$ cat config.mk
export PLATFORM = sky130hd
export DESIGN_NAME = sliding_window_reorder_buffer_top_flat
export DESIGN_NICKNAME = d
export VERILOG_FILES = /design/src/rtl/srb_pkg.sv /design/src/rtl/srb_chan_if.sv /design/src/rtl/sliding_window_reorder_buffer_top.sv /design/src/flat_wrapper.sv
export SDC_FILE = /design/constraint.sdc
export NUM_CORES = 2
export LEC_CHECK = 0
export ABC_CLOCK_PERIOD_IN_PS = 7550
export BUFFER_PORTS_ARGS = -buffer_cell sky130_fd_sc_hd__buf_4
export CAP_MARGIN = 20
export CORE_MARGIN = 4
export CORE_UTILIZATION = 44
export CTS_BUF_LIST = sky130_fd_sc_hd__clkbuf_8
export DETAILED_ROUTE_END_ITERATION = 7
export SLEW_MARGIN = 10
export SYNTH_ARGS = -nofsm -noshare
export SYNTH_HDL_FRONTEND = slang
export SYNTH_MEMORY_MAX_BITS = 65536
export SYNTH_SLANG_ARGS = --single-unit
$ cat constraint.sdc
create_clock -name clk -period 7.55 [get_ports clk]
set_input_delay 1.51 -clock clk [delete_from_list [all_inputs] [get_ports clk]]
set_output_delay 1.51 -clock clk [all_outputs]
set_load 0.005 [all_outputs]
$ cat src/rtl/srb_pkg.sv
// Shared types and constants for the sliding window reorder buffer.
// No dependencies; the top level, the checker and the testbench import this package.
package srb_pkg;

  localparam int unsigned DATA_W    = 64;
  localparam int unsigned LEN_W     = 8;
  localparam int unsigned IDX_W     = 8;
  localparam int unsigned WIN_W     = 7;
  localparam int unsigned CNT_OUT_W = 7;

  localparam logic [WIN_W-1:0] WINDOW_RESET = 7'd64;

  typedef enum logic [1:0] {
    CMD_ADD   = 2'd0,
    CMD_QUERY = 2'd1,
    CMD_FRONT = 2'd2,
    CMD_POP   = 2'd3
  } cmd_t;

  typedef struct packed {
    cmd_t              command;
    logic [IDX_W-1:0]  slot_index;
    logic [DATA_W-1:0] payload;
    logic [LEN_W-1:0]  payload_len;
  } in_word_t;

  typedef struct packed {
    logic                 ok;
    logic                 occupied;
    logic [DATA_W-1:0]    front_data;
    logic [LEN_W-1:0]     front_len;
    logic [CNT_OUT_W-1:0] occupied_count;
  } out_word_t;

  typedef struct packed {
    logic [WIN_W-1:0] window_slots;
  } cfg_word_t;

endpackage

$ cat src/rtl/srb_chan_if.sv
// Valid/ready channel carrying one word of a chosen type.
// Used for the command, result and configuration channels; types come from srb_pkg.
interface srb_chan_if #(
  parameter type word_t = logic
);
  logic  valid;
  logic  ready;
  word_t word;

  modport source (output valid, output word, input ready);
  modport sink   (input valid, input word, output ready);
endinterface

$ cat src/rtl/sliding_window_reorder_buffer_top.sv
// Sliding window reorder buffer: slot storage, head pointer, occupancy count.
// Depends on srb_pkg and srb_chan_if.
//
// One command word is accepted per cycle once the sweep is done, unless the
// pipeline is stalled. The slot memory is read at the accepting edge into the
// update stage; the update, the write-back and the loading of the result word
// into the output register happen at the edge where the update stage advances. A write-back to the slot
// that the following command reads is forwarded, so back-to-back commands on
// the same slot see each other. The result register decouples the sides:
// out ready low stalls the pipeline only when both the update stage and the
// result register are full. After reset the block sweeps the slot memory,
// one slot per cycle, and holds in_chan.ready low until the sweep is done;
// configuration writes are taken at any time. The user must write window_slots
// only while the block is idle; the block itself does not enforce this.
module sliding_window_reorder_buffer_top #(
  parameter int unsigned MAX_SLOTS    = 64,
  parameter int unsigned PAYLOAD_BITS = 64
) (
  input logic        clk,
  input logic        rst_n,
  srb_chan_if.sink   in_chan,
  srb_chan_if.source out_chan,
  srb_chan_if.sink   cfg_chan
);
  import srb_pkg::*;

  localparam int unsigned AW = (MAX_SLOTS > 1) ? $clog2(MAX_SLOTS) : 1;
  localparam int unsigned SW = AW + 1;
  localparam int unsigned CW = $clog2(MAX_SLOTS + 1);
  localparam logic [AW-1:0] LAST_SLOT = AW'(MAX_SLOTS - 1);
  localparam logic [SW-1:0] RING_SIZE = SW'(MAX_SLOTS);

  typedef struct packed {
    logic                    valid;
    logic [LEN_W-1:0]        len;
    logic [PAYLOAD_BITS-1:0] data;
  } slot_t;

  // slot memory
  slot_t mem [MAX_SLOTS];

  // control and state registers
  logic [WIN_W-1:0] window_r;
  logic [AW-1:0]    head_r, head_nxt;
  logic [CW-1:0]    count_r, count_nxt;
  logic             clr_active_r;
  logic [AW-1:0]    clr_addr_r;

  // update stage
  logic                    s1_valid_r;
  cmd_t                    s1_cmd_r;
  logic                    s1_ok_r;
  logic [AW-1:0]           s1_addr_r;
  logic [PAYLOAD_BITS-1:0] s1_data_r;
  logic [LEN_W-1:0]        s1_len_r;
  slot_t                   rd_word_r;

  // last write-back, for forwarding
  logic          fwd_valid_r;
  logic [AW-1:0] fwd_addr_r;
  slot_t         fwd_word_r;

  // result register
  logic      out_valid_r;
  out_word_t out_word_r;

  logic          in_ready, in_acc, s1_adv;
  logic          idx_ok;
  logic [SW-1:0] ring_sum;
  logic [AW-1:0] ring_pos, rd_addr;
  slot_t         cur;
  logic          s1_wr;
  slot_t         s1_wr_word;
  out_word_t     result;
  logic          mem_we;
  logic [AW-1:0] mem_waddr;
  slot_t         mem_wdata;

  // handshakes
  assign s1_adv   = s1_valid_r && (!out_valid_r || out_chan.ready);
  assign in_ready = !clr_active_r && (!s1_valid_r || s1_adv);
  assign in_acc   = in_chan.valid && in_ready;

  assign in_chan.ready  = in_ready;
  assign cfg_chan.ready = 1'b1;
  assign out_chan.valid = out_valid_r;
  assign out_chan.word  = out_word_r;

  // window check and ring address of the incoming word
  always_comb begin
    idx_ok = (IDX_W'(window_r) > in_chan.word.slot_index) &&
             (32'(in_chan.word.slot_index) < MAX_SLOTS);
    ring_sum = SW'(head_r) + SW'(in_chan.word.slot_index);
    if (ring_sum >= RING_SIZE) begin
      ring_pos = AW'(ring_sum - RING_SIZE);
    end else begin
      ring_pos = AW'(ring_sum);
    end
    if (in_chan.word.command == CMD_ADD || in_chan.word.command == CMD_QUERY) begin
      rd_addr = ring_pos;
    end else begin
      rd_addr = head_r;
    end
    head_nxt = head_r;
    if (in_acc && in_chan.word.command == CMD_POP) begin
      head_nxt = (head_r == LAST_SLOT) ? '0 : head_r + AW'(1);
    end
  end

  // update stage: merge forwarded slot, decide write-back and result
  always_comb begin
    cur = rd_word_r;
    if (fwd_valid_r && fwd_addr_r == s1_addr_r) begin
      cur = fwd_word_r;
    end
    s1_wr      = 1'b0;
    s1_wr_word = '0;
    count_nxt  = count_r;
    result     = '0;
    result.ok  = s1_ok_r;
    unique case (s1_cmd_r)
      CMD_ADD: begin
        if (s1_ok_r) begin
          s1_wr           = 1'b1;
          s1_wr_word      = '{valid: 1'b1, len: s1_len_r, data: s1_data_r};
          result.occupied = cur.valid;
          if (!cur.valid) begin
            count_nxt = count_r + CW'(1);
          end
        end
      end
      CMD_QUERY: begin
        result.occupied = s1_ok_r && cur.valid;
      end
      CMD_FRONT: begin
        result.occupied = cur.valid;
        if (cur.valid) begin
          result.front_data = DATA_W'(cur.data);
          result.front_len  = cur.len;
        end
      end
      CMD_POP: begin
        s1_wr           = 1'b1;
        result.occupied = cur.valid;
        if (cur.valid && count_r != '0) begin
          count_nxt = count_r - CW'(1);
        end
      end
      default: begin
        s1_wr = 1'b0;
      end
    endcase
    result.occupied_count = CNT_OUT_W'(count_nxt);
  end

  // memory write port: clearing sweep or write-back
  always_comb begin
    if (clr_active_r) begin
      mem_we    = 1'b1;
      mem_waddr = clr_addr_r;
      mem_wdata = '0;
    end else begin
      mem_we    = s1_adv && s1_wr;
      mem_waddr = s1_addr_r;
      mem_wdata = s1_wr_word;
    end
  end

  // slot memory: one write, one registered read
  always_ff @(posedge clk) begin
    if (mem_we) begin
      mem[mem_waddr] <= mem_wdata;
    end
    if (in_acc) begin
      rd_word_r <= mem[rd_addr];
    end
  end

  // capture accepted word into the update stage
  always_ff @(posedge clk) begin
    if (in_acc) begin
      s1_cmd_r  <= in_chan.word.command;
      s1_ok_r   <= (in_chan.word.command == CMD_FRONT ||
                    in_chan.word.command == CMD_POP) ? 1'b1 : idx_ok;
      s1_addr_r <= rd_addr;
      s1_data_r <= in_chan.word.payload[PAYLOAD_BITS-1:0];
      s1_len_r  <= in_chan.word.payload_len;
    end
    if (mem_we) begin
      fwd_addr_r <= mem_waddr;
      fwd_word_r <= mem_wdata;
    end
    if (s1_adv) begin
      out_word_r <= result;
    end
  end

  // control state
  always_ff @(posedge clk) begin
    if (!rst_n) begin
      window_r     <= WINDOW_RESET;
      head_r       <= '0;
      count_r      <= '0;
      clr_active_r <= 1'b1;
      clr_addr_r   <= '0;
      s1_valid_r   <= 1'b0;
      fwd_valid_r  <= 1'b0;
      out_valid_r  <= 1'b0;
    end else begin
      if (cfg_chan.valid) begin
        window_r <= cfg_chan.word.window_slots;
      end
      // sweep the memory once after reset
      if (clr_active_r) begin
        if (clr_addr_r == LAST_SLOT) begin
          clr_active_r <= 1'b0;
        end else begin
          clr_addr_r <= clr_addr_r + AW'(1);
        end
      end
      head_r <= head_nxt;
      if (s1_adv) begin
        count_r <= count_nxt;
      end
      // hold the last write only when it came from the update stage
      if (mem_we) begin
        fwd_valid_r <= !clr_active_r;
      end
      if (in_acc) begin
        s1_valid_r <= 1'b1;
      end else if (s1_adv) begin
        s1_valid_r <= 1'b0;
      end
      if (s1_adv) begin
        out_valid_r <= 1'b1;
      end else if (out_chan.ready) begin
        out_valid_r <= 1'b0;
      end
    end
  end

endmodule

$ cat src/flat_wrapper.sv
// flat-port wrapper written by rule: the top's interface ports become plain ports
module sliding_window_reorder_buffer_top_flat import srb_pkg::*;
#(
  parameter int unsigned MAX_SLOTS    = 64,
  parameter int unsigned PAYLOAD_BITS = 64
)
  (clk, rst_n, in_chan_valid, in_chan_word, in_chan_ready, out_chan_valid, out_chan_word, out_chan_ready, cfg_chan_valid, cfg_chan_word, cfg_chan_ready);
  srb_chan_if #(.word_t(in_word_t)) in_chan_i ();
  srb_chan_if #(.word_t(out_word_t)) out_chan_i ();
  srb_chan_if #(.word_t(cfg_word_t)) cfg_chan_i ();
  input logic clk;
  input logic rst_n;
  input wire logic [$bits(in_chan_i.valid)-1:0] in_chan_valid;
  input wire logic [$bits(in_chan_i.word)-1:0] in_chan_word;
  output wire logic [$bits(in_chan_i.ready)-1:0] in_chan_ready;
  output wire logic [$bits(out_chan_i.valid)-1:0] out_chan_valid;
  output wire logic [$bits(out_chan_i.word)-1:0] out_chan_word;
  input wire logic [$bits(out_chan_i.ready)-1:0] out_chan_ready;
  input wire logic [$bits(cfg_chan_i.valid)-1:0] cfg_chan_valid;
  input wire logic [$bits(cfg_chan_i.word)-1:0] cfg_chan_word;
  output wire logic [$bits(cfg_chan_i.ready)-1:0] cfg_chan_ready;
  assign in_chan_i.valid = in_chan_valid;
  assign in_chan_i.word = in_chan_word;
  assign in_chan_ready = in_chan_i.ready;
  assign out_chan_valid = out_chan_i.valid;
  assign out_chan_word = out_chan_i.word;
  assign out_chan_i.ready = out_chan_ready;
  assign cfg_chan_i.valid = cfg_chan_valid;
  assign cfg_chan_i.word = cfg_chan_word;
  assign cfg_chan_ready = cfg_chan_i.ready;
  sliding_window_reorder_buffer_top #(.MAX_SLOTS(MAX_SLOTS), .PAYLOAD_BITS(PAYLOAD_BITS)) u_core (.clk(clk), .rst_n(rst_n), .in_chan(in_chan_i), .out_chan(out_chan_i), .cfg_chan(cfg_chan_i));
endmodule
* Word level (Yosys, flattened, before mapping)
Memories as Yosys holds them, arrays and structs flattened. A register that Yosys moved wholly into a read port is not among the register bits.
Cells that the tools add are included.
** Cells by class
- $add $sub $neg :: 6
- Order comparisons :: 3
- Eq/ne operators :: 9
- Muxes and demuxes :: 25
- Bitwise logic cells :: 1
- Reductions and logical operators :: 24
** Operator list (number)
- 73-bit 2-to-1 mux :: 4
- 6-bit 2-to-1 mux :: 4
- 7-bit 2-to-1 mux :: 3
- 7-bit case mux with 2 select lines :: 1
- 6-bit by 1-bit adder with 6-bit output, second input constant :: 2
- 6-bit equality test, second input constant :: 2
- 1-bit 2-to-1 mux :: 11
- 1-bit logical AND :: 9
- 2-bit equality test, second input constant :: 4
- 7-bit by 8-bit greater-than comparator with 1-bit output :: 1
- 8-bit by 7-bit less-than comparator with 1-bit output, second input constant :: 1
- 6-bit by 7-bit adder with 7-bit output :: 1
- 7-bit by 1-bit adder with 7-bit output, second input constant :: 1
- 7-bit >= comparator, second input constant :: 1
- 7-bit nonzero test :: 1
- 7-bit by 1-bit subtractor with 7-bit output, second input constant :: 1
- 6-bit equality test :: 1
- 6-bit by 1-bit subtractor with 6-bit output, second input constant :: 1
- 2-bit by 1-bit equality test with 1-bit output, second input constant :: 2
- 2-bit zero test :: 2
- 1-bit logical OR :: 4
- 2-bit AND reduction :: 2
- 2-bit nonzero test :: 2
- 1-bit zero test :: 3
- 4 further kinds :: 4
** Word-level totals
- Flip-flop bits (word level) :: 271
- RAM bits :: 4672
- Input bits :: 94
- Output and inout port bits :: 84
- Word-level logic and storage cells :: 91
- Memories :: 1
** Memories
- u_core.mem :: depth 64, bits a word 73, rd ports 1, clocked after memory_dff 1, write ports 1, line sliding_window_reorder_buffer_top.sv:40 : slot_t mem [MAX_SLOTS];

* Depth between registers and ports, before layout
- Depth in word-level cells :: 7
- Depth in mapped cells :: 13
- Depth with buffers taken out :: 10

* Least setup slack after synthesis
No wires, ideal clock.
- Kind :: input port to flip-flop
- Start point :: input port out_chan_ready
- End point :: memory u_core.mem[14][0] (netlist bit) (enable)
- Setup time :: 505 ps
- Arrival time :: 5644 ps
- Data required time :: 7045 ps
- Setup slack :: 1401 ps
- Stages :: 7
- Buffers on the path :: 0
- Path through :: nor2b_1 nor3b_1 o21a_1 nor2_1 nor2b_1 nand2_1 nor2_1
** Between the ends
- Cells in the longest elaborated chain, start to end :: 6
** Ends and longest elaborated chain
- start, declared :: line flat_wrapper.sv:18 : input wire logic [$bits(out_chan_i.ready)-1:0] out_chan_ready;
- 1-bit logical OR :: line sliding_window_reorder_buffer_top.sv:80 : assign s1_adv = s1_valid_r && (!out_valid_r || out_chan.ready);
- 1-bit logical AND :: line sliding_window_reorder_buffer_top.sv:80
- 1-bit logical AND :: line sliding_window_reorder_buffer_top.sv:163 : mem_we = s1_adv && s1_wr;
- 1-bit 2-to-1 mux :: line sliding_window_reorder_buffer_top.sv:158 : if (clr_active_r) begin
- 1-bit 2-to-1 mux :: line sliding_window_reorder_buffer_top.sv:171 : if (mem_we) begin
- 1-bit 2-to-1 mux (implied by the code) :: line sliding_window_reorder_buffer_top.sv:172 : mem[mem_waddr] <= mem_wdata;
- end, declared :: line sliding_window_reorder_buffer_top.sv:40
Every way passes these cells.

* Worst setup path after layout
- Start point :: register u_core.s1_cmd_r[1]
- End point :: memory u_core.mem[55][67] (netlist bit) (enable)
** Between the ends
- Cells in the longest elaborated chain, start to end :: 6
- Elaborated cells between the ends (all ways) :: 7
- Classes of those cells :: 1 x eq/ne; 4 x mux; 2 x reduce/logical
** Ends and longest elaborated chain
- start, declared :: line sliding_window_reorder_buffer_top.sv:51 : cmd_t s1_cmd_r;
- start signal, assigned :: line sliding_window_reorder_buffer_top.sv:182 : s1_cmd_r <= in_chan.word.command;
- 2-bit equality test / 2-bit zero test (equally long branches) :: line sliding_window_reorder_buffer_top.sv:121 : unique case (s1_cmd_r)
- 1-bit case mux with 2 select lines (*) :: line sliding_window_reorder_buffer_top.sv:121
- 1-bit logical AND (*) :: line sliding_window_reorder_buffer_top.sv:163
- 1-bit 2-to-1 mux (*) :: line sliding_window_reorder_buffer_top.sv:158
- 1-bit 2-to-1 mux (*) :: line sliding_window_reorder_buffer_top.sv:171
- 1-bit 2-to-1 mux (implied by the code) (*) :: line sliding_window_reorder_buffer_top.sv:172
Mark *: on every way between the ends. The rest lies on a longest branch, timed or not.

==> flow_summary_export.csv <==
group,metric,value,unit
synthesis,synth_edf_count,4986,
setup_path,criticalPathCategory,"reg2reg",
global_route,antenna_found_initial,30,
placement,numPortBuffers,176,
timing,hold_viol_final,0,
clock_network,clkLatencyLatePin,1290,ps
placement,dp_hpwl,314000,µm
synthesis,synth_ff_type,"edfxtp_1",
timing,finalMaxSlewViolations,0,
flow_run,maxCapViolations,0,
timing,maxSlewHeadroom,19.4,%
clock_network,post_cts_buffers,0,
route,via_per_inst,5.90,
setup_path,crit_arrival,5550,ps
placement,place_congestion,0.796,
timing,hold_ws,394,ps
power,p_leak,0.0870,µW
timing,finalCriticalPeriod,4680,ps
route,drtPass1Iterations,6,
setup_path,cp_slowest_stage_delay,900,ps
clock_network,root_buffer,"clkbuf_8",
setup_path,cp_cell_sequence,"inv_1 > ha_1 > nor3b_1 > o21a_1 > nor2_1 > nor2b_1 > nand2_1 > nor2_4 > buf_4",
die,die_w,677,µm
global_route,grt_max_degree,161,
setup_path,setup.worst_path.start_class,"flop",
synthesis,synthesis.area,197000,µm²
die,coreArea,446000,µm²
worst_hold_path,hold_path_class,"in2reg",
setup_path,endpoint_kind,"flop",
setup_path,r2r_start,"u_core.s1_cmd_r[1]$_DFFE_PP_",
synthesis,syn_inst,14100,
status,status,"finished, final reports clean",
global_route,grt_pass1_vias,116000,
cells_and_area,drive_gt1_share,10.8,%
timing,setup_tns,0,ps
synthesis,ys_warn_count,0,
synthesis,ys_ff_latch,5016,
global_route,grt_usage,26.7,%
route,wirelength,637000,µm
setup_path,worstPathRequired,8410,ps
worst_hold_path,hold_start,"in_chan_word[35]",
timing,rsz0062_at_grt,"no",
power,power_density,242,nW/µm²
die,dieArea,459000,µm²
setup_path,crit_path_max_fanout,21,
cells_and_area,final_util,49.9,%
clock_network,cts_tree,"built",
setup_path,slowest_stage,"nor2_4",
global_route,grt_overflow,0,
global_route,grt_pass1_wl,882000,µm
worst_hold_path,min_to,"u_core.s1_data_r[27]$_DFFE_PP_",
timing,max_freq,213,MHz
timing,setup_viol,0,
setup_path,r2r-end,"u_core.mem[55][67]$_DFFE_PP_",
worst_hold_path,worstHoldPathCells,1,
route,wl_per_cell,30.1,µm
clock_network,cts_hold_buf,0,
cells_and_area,syn_to_final_growth,12.9,%
setup_path,crit_start,"u_core.s1_cmd_r[1]$_DFFE_PP_",
timing,clock_skew,71.8,ps
timing,worst_slew_pin_slew,1210,ps
route,route.detailed.drc,0,
clock_network,clk_pin_slew,60,ps
synthesis,synth_nets,14200,
timing,timing.final.crit_share,62.0,%
clock_network,cts_buffers,791,
setup_path,rr_worst_depth,9,
die,core.rowCount,245,
cells_and_area,nets,14700,
die,die_h,677,µm
synthesis,async_flop_share,0,%
clock_network,cts.sinks,5016,
die,pin_count,178,
route,ant_nets,0,
route,drt-initial-drc-count,17200,
power,vdd_drop_max,0.176,mV
synthesis,yosysSeqAreaShare,76.3,%
route,via_count,125000,
setup_path,regToRegSetupSlack,2870,ps
clock_network,ctsResizeCount,0,
clock_network,clock_path_buffers,4,
die,start_util,44.2,%
clock_network,htreeDepth,6,
synthesis,ys_types,67,
synthesis,syn_area_per_cell,14.0,µm²
area by class of cell:
cell class / instances / area (µm²)
multi-input cells: 8144 / 43600
repair buffers: 580 / 6770
fillers: 37900 / 223000
clock inverters: 606 / 3060
diodes: 52 / 130
flip-flops and latches: 5016 / 150000
clock buffers: 803 / 11100
inverters: 28 / 125
well taps: 5928 / 7420
synth_stat cells (4+ instances only):
master | count | area [µm²]
nor4_1 | 4 | 25.0
buf_4 | 23 | 173
buf_2 | 233 | 1170
a32oi_1 | 292 | 2560
inv_1 | 24 | 90.1
nand2_1 | 4345 | 16300
buf_1 | 76 | 285
o21ai_0 | 13 | 65.1
mux2i_1 | 893 | 8940
nor3b_1 | 5 | 37.5
edfxtp_1 | 4986 | 150000
clkbuf_1 | 550 | 2060
xor2_1 | 5 | 43.8
dfxtp_1 | 30 | 601
nor2_1 | 91 | 342
xnor2_1 | 11 | 96.3
nor2b_1 | 14 | 87.6
o21a_1 | 5 | 37.5
and4_1 | 4 | 35.0
nor3_1 | 5 | 25.0
a21oi_1 | 85 | 425
and3_1 | 4 | 25.0
nand3_1 | 1763 | 8820
o221ai_1 | 293 | 2570
a22oi_1 | 146 | 1100
ha_1 | 21 | 263
inv_2 | 4 | 15.0
and2_1 | 81 | 507
o31ai_1 | 4 | 30.0
placed cells by master, fill, tap and decap left out, types with 4 or more instances in the layout:
master,synthesis,final
clkinv_2,0,32
diode_2,0,52
buf_12,0,187
mux2i_1,893,891
xnor2_1,11,11
a22oi_1,146,146
nor3_1,5,5
bufinv_16,0,15
o221ai_1,293,293
inv_8,0,12
nor4_1,4,4
and3_1,4,4
clkinv_1,0,185
nand3_1,1763,1763
nor3b_1,5,5
edfxtp_1,4986,4986
clkinvlp_4,0,11
and2_2,0,72
xor2_1,5,5
a21oi_1,85,85
nand2_1,4345,4344
and4_1,4,4
buf_4,23,389
ha_1,21,21
nor2b_1,14,12
inv_1,24,351
o31ai_1,4,4
dfxtp_1,30,30
a32oi_1,292,292
nor2_4,2,68
inv_12,0,12
and2_1,81,7
inv_6,0,11
o21a_1,5,5
o21ai_0,13,13
buf_16,0,4
nor2_1,91,27
clkbuf_8,0,803
worst max-delay path by stage:
stage,endpoint,slack (ps),cells past startpoint
after global placement,u_core.rd_word_r[47]$_DFFE_PP_,1870,11
after CTS,u_core.mem[55][61]$_DFFE_PP_,2870,9
after floorplan,u_core.mem[14][0]$_DFFE_PP_,1400,7
final,u_core.mem[55][67]$_DFFE_PP_,2870,9
after detailed placement,u_core.rd_word_r[47]$_DFFE_PP_,1870,11
after global routing,u_core.mem[52][16]$_DFFE_PP_,2590,9
through the flow:
step                      instances  area, µm²  total power, µW  setup slack [ps]
after global placement        19700     207000            33200              1870
final                         21200     222000            53800              2870
after floorplan               14100     197000            32300              1400
after global routing          21100     222000            55500              2590
after detailed placement      19700     207000            33300              1870
after CTS                     21100     221000            54100              2870
worst max-delay path, delay by kind of cell (launching register included):
kind	cells	cell delay, ps
adders and majority gates	1	400
and+or+nand+nor	5	2420
DFF	1	420
AOI/OAI and AO/OA	1	260
buffers and inverters	2	730
registers in the layout (all words and copies together) (netlist names):
register and cells:
u_core.fwd_valid_r 1, u_core.s1_valid_r 1, u_core.out_chan.word 81, u_core.count_r 7, u_core.s1_data_r 64, u_core.s1_len_r 8, u_core.clr_addr_r 6, u_core.clr_active_r 1
u_core.s1_cmd_r 2, u_core.fwd_addr_r 6, u_core.s1_ok_r 1, u_core.mem 4672, u_core.rd_word_r 73, u_core.head_r 6, u_core.window_r 7, u_core.s1_addr_r 6
u_core.out_chan.valid 1, u_core.fwd_word_r 73
kinds of logic (layout without fill, tap and decap cells):
logic type / after synthesis / count (layout) / share of synthesized area, %
AO/OA/AOI/OAI: 866 / 866 / 3.56
XOR/XNOR: 17 / 17 / 0.0851
adder cells (fa/ha/maj): 22 / 22 / 0.144
buffers and inverters: 911 / 2017 / 1.93
flip-flops: 5016 / 5016 / 76.3
multiplexers: 896 / 896 / 4.56
other: 1 / 53 / 0.00190
AND/OR/NAND/NOR: 6342 / 6342 / 13.4
report_power, final:
group | internal, µW | switching [µW] | leakage (µW)
clock network | 10400 | 10700 | 0.00836
logic | 631 | 1690 | 0.0228
registers | 30400 | 35.7 | 0.0559
total | 41400 | 12400 | 0.0870
per-layer routing:
metal	GRT usage, %	wire (µm)
met1	36.9	252000
met2	42.6	296000
met3	4.57	61700
met4	10.0	26300
met5	0	68
Power figures use the tool's default switching activity.
